<file path="src/sv/awu_pkg.sv">
// Shared types, constants and codes for the Adam weight update block.
package awu_pkg;

    localparam int VECTOR_LENGTH_DEF = 1024;
    localparam int INDEX_W           = 10;
    localparam int DEPTH_MAX         = 1 << INDEX_W;
    localparam int CFG_IDX_W         = 2;

    localparam logic [CFG_IDX_W-1:0] CFG_FIRST_DECAY       = 2'd0;
    localparam logic [CFG_IDX_W-1:0] CFG_SECOND_DECAY      = 2'd1;
    localparam logic [CFG_IDX_W-1:0] CFG_DENOMINATOR_GUARD = 2'd2;

    localparam logic [15:0] FIRST_DECAY_RST       = 16'd58982;
    localparam logic [15:0] SECOND_DECAY_RST      = 16'd64880;
    localparam logic [15:0] DENOMINATOR_GUARD_RST = 16'd43;

    localparam logic [32:0] ONE_Q32 = 33'h1_0000_0000;

    typedef struct packed {
        logic [15:0] b1;
        logic [15:0] b2;
        logic [15:0] eps;
    } cfg_t;

    typedef enum logic [4:0] {
        OP_NONE, OP_CLEAR, OP_LOAD,
        OP_S0, OP_S1, OP_S2, OP_S3, OP_S4, OP_S5, OP_S6, OP_S7, OP_S8, OP_S9,
        OP_SQ1, OP_SQ2, OP_ETA, OP_DIV1, OP_DIV2,
        OP_D0, OP_D1, OP_D2, OP_D3, OP_OUT
    } op_t;

    typedef enum logic [4:0] {
        ST_CLEAR, ST_IDLE, ST_READ,
        ST_S0, ST_S1, ST_S2, ST_S3, ST_S4, ST_S5, ST_S6, ST_S7, ST_S8, ST_S9,
        ST_SQ1, ST_WSQ1, ST_SQ2, ST_WSQ2, ST_ETA,
        ST_DIV1, ST_WDIV1, ST_DIV2, ST_WDIV2,
        ST_D0, ST_D1, ST_D2, ST_D3, ST_FIN
    } state_t;

    typedef struct packed {
        op_t op;
    } cmd_t;

    typedef struct packed {
        logic clr_last;
        logic sq_busy;
        logic div_busy;
    } status_t;

endpackage

</file>
<file path="src/sv/awu_ctrl.sv">
// Controller state machine: clearing pass, step sequencing and handshakes.
module awu_ctrl
    import awu_pkg::*;
(
    input  logic    clk,
    input  logic    rst_n,
    input  logic    in_valid,
    output logic    in_ready,
    output logic    out_valid,
    input  logic    out_ready,
    output cmd_t    cmd,
    input  status_t status
);

    state_t state_reg, state_next;
    logic   out_valid_reg, out_valid_next;

    always_ff @(posedge clk or negedge rst_n)
    begin
        if (!rst_n)
        begin
            state_reg     <= ST_CLEAR;
            out_valid_reg <= 1'b0;
        end
        else
        begin
            state_reg     <= state_next;
            out_valid_reg <= out_valid_next;
        end
    end

    always_comb
    begin
        state_next = state_reg;
        cmd.op     = OP_NONE;
        unique case (state_reg)
            ST_CLEAR:
            begin
                cmd.op = OP_CLEAR;
                if (status.clr_last)
                begin
                    state_next = ST_IDLE;
                end
            end
            ST_IDLE:
            begin
                if (in_valid)
                begin
                    cmd.op     = OP_LOAD;
                    state_next = ST_READ;
                end
            end
            ST_READ: state_next = ST_S0;
            ST_S0:
            begin
                cmd.op     = OP_S0;
                state_next = ST_S1;
            end
            ST_S1:
            begin
                cmd.op     = OP_S1;
                state_next = ST_S2;
            end
            ST_S2:
            begin
                cmd.op     = OP_S2;
                state_next = ST_S3;
            end
            ST_S3:
            begin
                cmd.op     = OP_S3;
                state_next = ST_S4;
            end
            ST_S4:
            begin
                cmd.op     = OP_S4;
                state_next = ST_S5;
            end
            ST_S5:
            begin
                cmd.op     = OP_S5;
                state_next = ST_S6;
            end
            ST_S6:
            begin
                cmd.op     = OP_S6;
                state_next = ST_S7;
            end
            ST_S7:
            begin
                cmd.op     = OP_S7;
                state_next = ST_S8;
            end
            ST_S8:
            begin
                cmd.op     = OP_S8;
                state_next = ST_S9;
            end
            ST_S9:
            begin
                cmd.op     = OP_S9;
                state_next = ST_SQ1;
            end
            ST_SQ1:
            begin
                cmd.op     = OP_SQ1;
                state_next = ST_WSQ1;
            end
            ST_WSQ1:
            begin
                if (!status.sq_busy)
                begin
                    state_next = ST_SQ2;
                end
            end
            ST_SQ2:
            begin
                cmd.op     = OP_SQ2;
                state_next = ST_WSQ2;
            end
            ST_WSQ2:
            begin
                if (!status.sq_busy)
                begin
                    state_next = ST_ETA;
                end
            end
            ST_ETA:
            begin
                cmd.op     = OP_ETA;
                state_next = ST_DIV1;
            end
            ST_DIV1:
            begin
                cmd.op     = OP_DIV1;
                state_next = ST_WDIV1;
            end
            ST_WDIV1:
            begin
                if (!status.div_busy)
                begin
                    state_next = ST_DIV2;
                end
            end
            ST_DIV2:
            begin
                cmd.op     = OP_DIV2;
                state_next = ST_WDIV2;
            end
            ST_WDIV2:
            begin
                if (!status.div_busy)
                begin
                    state_next = ST_D0;
                end
            end
            ST_D0:
            begin
                cmd.op     = OP_D0;
                state_next = ST_D1;
            end
            ST_D1:
            begin
                cmd.op     = OP_D1;
                state_next = ST_D2;
            end
            ST_D2:
            begin
                cmd.op     = OP_D2;
                state_next = ST_D3;
            end
            ST_D3:
            begin
                cmd.op     = OP_D3;
                state_next = ST_FIN;
            end
            ST_FIN:
            begin
                if (!out_valid_reg || out_ready)
                begin
                    cmd.op     = OP_OUT;
                    state_next = ST_IDLE;
                end
            end
            default: state_next = ST_IDLE;
        endcase
    end

    always_comb
    begin
        out_valid_next = out_valid_reg;
        if (cmd.op == OP_OUT)
        begin
            out_valid_next = 1'b1;
        end
        else if (out_ready)
        begin
            out_valid_next = 1'b0;
        end
    end

    assign in_ready  = (state_reg == ST_IDLE);
    assign out_valid = out_valid_reg;

`ifndef SYNTHESIS
    a_accept_reads: assert property (@(posedge clk) disable iff (!rst_n)
        (in_valid && in_ready) |=> (state_reg == ST_READ))
        else $error("accepted word did not start the moment read");

    a_result_from_fin: assert property (@(posedge clk) disable iff (!rst_n)
        $rose(out_valid_reg) |-> $past(state_reg == ST_FIN))
        else $error("result appeared outside the finish step");

    a_sqrt_free: assert property (@(posedge clk) disable iff (!rst_n)
        (cmd.op == OP_SQ1 || cmd.op == OP_SQ2) |-> !status.sq_busy)
        else $error("square root started while busy");

    a_div_free: assert property (@(posedge clk) disable iff (!rst_n)
        (cmd.op == OP_DIV1 || cmd.op == OP_DIV2) |-> !status.div_busy)
        else $error("division started while busy");
`endif

endmodule

</file>
<file path="config.mk">
export PLATFORM = sky130hd
export DESIGN_NAME = awu_ctrl
export DESIGN_NICKNAME = d
export VERILOG_FILES = /design/src/sv/awu_pkg.sv /design/src/sv/awu_ctrl.sv
export SDC_FILE = /design/constraint.sdc
export NUM_CORES = 1
export LEC_CHECK = 0
export BUFFER_PORTS_ARGS = -buffer_cell sky130_fd_sc_hd__buf_2
export CORE_MARGIN = 2
export CORE_UTILIZATION = 30
export CTS_BUF_LIST = sky130_fd_sc_hd__clkbuf_8
export CTS_CLUSTER_SIZE = 25
export DETAILED_ROUTE_END_ITERATION = 7
export GPL_TIMING_DRIVEN = 0
export PLACE_DENSITY_LB_ADDON = 0.05
export SLEW_MARGIN = 20
export SYNTH_ARGS = -nofsm -noshare
export SYNTH_HDL_FRONTEND = slang
export SYNTH_SLANG_ARGS = --single-unit
</file>
<file path="constraint.sdc">
create_clock -name clk -period 1.8 [get_ports clk]
set_input_delay 0.09 -clock clk [delete_from_list [all_inputs] [get_ports clk]]
set_output_delay 0.09 -clock clk [all_outputs]
set_load 0.01 [all_outputs]
</file>
== Word level (Yosys, flattened, before mapping) ==
Index checks and enable logic that the tools add are counted.

* Memory bits (writable): 0
* Output and inout bits: 7
* Register bits after elaboration: 6
* Word-level logic and storage cells: 54
* Memory bits (read-only): 0
* Bits of input ports: 7
* Memories kept: 0
* Latch bits: 0

* Multiply operators: 0
* Mux-type cells: 13
* $add $sub $neg: 0
* Reduce and logical (&&, ||, !) cells: 5
* Bitwise operators: 0
* Equality and inequality tests: 34
* Divide/modulo/power cells: 0
* Order comparisons: 0
* Shifts and indexed selects: 0

{| class="wikitable"
|+ Operators by type and width
! cell !! count
|-
| 5-bit case mux with 27 select lines || 1
|-
| 5-bit case mux with 22 select lines || 1
|-
| 5-bit == test, second input constant || 12
|-
| 5-bit by 4-bit == test with 1-bit output, second input constant || 8
|-
| 5-bit two-way mux || 8
|-
| 5-bit by 3-bit == test with 1-bit output, second input constant || 4
|-
| 2-bit != test, second input constant || 7
|-
| 5-bit by 2-bit == test with 1-bit output, second input constant || 2
|-
| 7-bit AND reduction || 1
|-
| 5-bit by 1-bit == test with 1-bit output, second input constant || 1
|-
| 5-bit logical NOT || 1
|-
| 1-bit two-way mux || 2
|-
| 2-bit two-way mux || 1
|-
| 2-bit nonzero test || 1
|-
| 1-bit logical NOT || 1
|-
| 1-bit logical OR || 1
|}

== Longest topological paths before layout ==
* Depth in word-level cells: 6
* Depth in mapped cells: 6
* Mapped depth without buffers: 5

== Worst setup path after synthesis ==
OpenSTA, ideal clock, no wires.

* Kind: register -> register
* From: register state_reg[2]
* To: register state_reg[1]
* Arrival time: 1.411 ns
* Library setup time: 0.104 ns
* Period minus slack after synthesis: 1.514 ns
* Required time: 1.696 ns
* Buffers on the path: 1
* Setup slack: 0.286 ns
* Stages on the path, launching flop included: 7
* Cells stage by stage: dfrtp_1 -> buf_6 -> or4b_4 -> a21oi_2 -> a221o_2 -> o21ai_0 -> o311ai_1

* Word-level cells in the longest chain between the ends: 3
* Elaborated cells between the ends (all ways): 36
* Classes of those cells: 33 x eq/ne; 1 x mux; 2 x reduce/logical

{| class="wikitable"
|+ Ends and longest elaborated chain
! item !! line !! text
|-
| start: declaration || awu_ctrl.sv:15 || <nowiki>state_t state_reg, state_next;</nowiki>
|-
| start signal: assignment || awu_ctrl.sv:27 || <nowiki>state_reg <= state_next;</nowiki>
|-
| 5-bit == test (tied with other cells) || awu_ctrl.sv:36 || <nowiki>unique case (state_reg)</nowiki>
|-
| 2-bit != test (no line) || -- ||
|-
| 7-bit AND reduction (no line) || -- ||
|}

Parallel ways exist; a longest one is shown, timed or not.
A chain may end at the register's enable or synchronous reset.

==> metrics.md <==
| Metric | Value |
|---|---|
| Status | completed |
| Core Util, Final | 41.7% |
| Num CTS Buffers | 3 |
| Row count | 16 |
| Initial DRC count | 13 |
| Fin crit share | 95.3% |
| Dpl cells | 125 |
| Setup Buffers After CTS | 0 |
| H-tree lvl count | 1 |
| Initial antenna violation count | 0 |
| ANT cells | 0 |
| Clock Path Buffers | 2 |
| DP Wirelength | 1240 µm |
| Die X | 50.4 µm |
| First-pass GRT wire length | 3150 µm |
| Final setup violating endpoints | 0 |
| Maxcap violations | 0 |
| Layout cells sized above 1 | 36.6% |
| Arrival time at the worst endpoint | 1.63 ns |
| Leak | 0.369 nW |
| CP endpoint | cmd[1] |
| Max IR drop VDD | 0.000911 V |
| CP max-delay cell | dfrtp_2 |
| TritonCTS clock tree | done |
| Final slew viol count | 0 |
| Unrepaired setup endpoints after global routing | yes |
| Critical Path Most Common Cell | o32a_1 |
| Final antenna-violating net count | 0 |
| Largest cells by area after synthesis | dfrtp_1 (23%), a21oi_1 (4.7%), o21ai_0 (4.7%) |
| Number of flops mapped to enable cells by yosys | 0 |
| Crit. End Element | output pin |
| Max FFs per register | 5 |
| R2R depth | 6 |
| Worst reg2reg path startpoint | state_reg[3]$_DFFE_PN0P_ |
| DR DRC count | 0 |
| Vias in the first global route | 654 |
| Core area | 2000 µm² |
| Crit path cell chain | buf_4, xnor2_1, o32a_1, o32a_1, o21ai_1, buf_2 |
| Data required, critical path | 1.71 ns |
| Die Area | 2540 µm² |
| GRT Residual Overflow | 0 |
| Hold Vio Cnt, Final | 0 |
| Total nets after synthesis | 92 |
| Drt wl/cell | 14.1 µm |
| Via Count | 693 |
| R2R setup slack | 0.15 ns |
| Synth Flop Type | dfrtp_1 |
| Critical Setup Path Class | register to output pin |
| Final wirelength | 1800 µm |
| Pre-CTS setup slack | 0.154 ns |
| Starting density of the core | 32.2% |
| Non-Filler Instances | 128 |
| CP startpoint | state_reg[1]$_DFFE_PN0P_ |
| I/O pin total | 14 |
| Clk_lat worst skew | 0.22 ns |
| Fmax | 0.583 GHz |
| Die Height | 50.4 µm |
| Top cell types by occurrence after synthesis | nand2_1 (8), a21oi_1 (6), dfrtp_1 (6), o21ai_0 (6), buf_2 (5) |
| Startpoint types | register |
| Share of the synthesized area in the top cell type | 23.3% |
| Clock slew at reported path FFs | 0.03 ns |
| RePlAce Congestion | 0.778 |
| Mapped Area | 646 µm² |
| Post-synth cell types | 38 |
| Slowest Stage Delay on Critical Path | 0.43 ns |
| Total Routing Usage GR | 16.2% |
| Slew @ Worst Pin | 0.389 ns |
| Setup Skew | 0.000331 ns |
| Worst Slack Setup Final | 0.0845 ns |
| Most common cell in the synthesized netlist | nand2_1 |
| Area growth, synth to finish | 29.3% |
| Port-buffer cells | 13 |
| R2r endpoint | state_reg[1]$_DFFE_PN0P_ |
| DR vias/cell | 5.41 |
| Register area share after synthesis | 23.3% |
| Synth Register Bits | 6 |
| Syn avg cell area | 7.60 µm² |
| Initial DRT Pass Iterations | 4 |
| PwrDens | 2020 nW/µm² |
| Sink Count | 6 |
| CP max FO | 10 |
| Largest net degree at the start of global routing | 11 |
| Hold Crit Class | input port to async pin |
| Ys async rst share | 100% |
| Post-layout min period | 1.72 ns |
| Synth warnings | 0 |
| Clock tree root buffer cell | clkbuf_8 |
| Max_slew headroom | 74.0% |
| Final nets | 110 |
| Yosys top cell by area | dfrtp_1 |
| Cells after Synth | 85 |
==> logic make-up after synthesis <==
logic type,Yosys count,share of synthesized area [%]
AND/OR/NAND/NOR,29,26.4
flip-flops,6,23.3
XOR/XNOR,3,4.07
AO/OA/AOI/OAI,31,33.7
multiplexers,1,1.74
buffers and inverters,15,10.9
==> final cells by class <==
cell class | instances | area [µm²]
plain buffers | 10 | 72.6
clock buffers | 3 | 41.3
fillers | 220 | 1170
inverters | 4 | 15.0
multi-input cells | 64 | 445
flip-flops and latches | 6 | 151
well taps | 27 | 33.8
repair buffers | 14 | 75.1
==> critical path: cells and delay by family, from the launching register on <==
kind                   cells  cell delay (ns)
XOR/XNOR                   1             0.13
flip-flops                 1             0.43
AO/OA/AOI/OAI              3             0.52
buffers and inverters      2             0.33
==> worst min path at each step <==
| stage | from | endpoint | slack (ns) | cells after the start |
|---|---|---|---|---|
| floorplan | rst_n | out_valid$_DFFE_PN0P_ | -0.21 | 0 |
| global placement | rst_n | state_reg[3]$_DFFE_PN0P_ | -0.08 | 1 |
| detailed placement | rst_n | state_reg[3]$_DFFE_PN0P_ | -0.08 | 1 |
| CTS | rst_n | state_reg[1]$_DFFE_PN0P_ | 0.22 | 2 |
| global route | rst_n | state_reg[4]$_DFFE_PN0P_ | 0.24 | 2 |
| finish | rst_n | state_reg[2]$_DFFE_PN0P_ | 0.24 | 2 |
==> layout by cell type, fill, tap and decap left out, types with 2 or more instances in the layout <==
master	instances
nand2_1	8
nand2b_1	2
nor3_1	2
nand4b_1	2
inv_1	4
clkbuf_8	3
o21ai_0	6
dfrtp_1	5
or3_1	2
a21o_1	2
xor2_1	2
o21ai_1	3
a21oi_1	6
nor2b_1	2
nand3b_1	2
o32a_1	2
nand3_1	2
a31oi_1	3
buf_2	17
buf_4	3
buf_6	2
==> report_power, final <==
part	leakage [nW]	switching, W	internal (W)
clock	0.0216	0.0000539	0.000143
combinational	0.274	0.000699	0.000539
sequential	0.0739	0.0000531	0.000197
==> metrics by stage <==
stage	total power, W	hold WS [ns]	area (µm²)	TNS (ns)
after floorplan	0.00110	-0.206	646	0
after global placement	0.00139	-0.0823	744	0
after detailed placement	0.00139	-0.0768	744	0
after CTS	0.00161	0.224	800	0
after global routing	0.00187	0.236	835	-0.0649
final	0.00169	0.236	835	0
==> timing repair <==
item	4_1_cts	5_1_grt
resized for setup	3	19
hold buffers	1	0
gates cloned	0	0
endpoints found under the setup margin	2	4
hold endpoints to repair	6	0
==> layer usage <==
layer | vias to the layer above | part of all wire [%] | GRT usage, %
li1 | 343 | - | -
met1 | 331 | 49 | 22.4
met2 | 17 | 46 | 24.8
met3 | 2 | 4.3 | 4.46
met4 | 0 | 0.72 | 4.05
met5 | - | 0 | 0
Note: power is estimated with default switching activity, not from simulation.
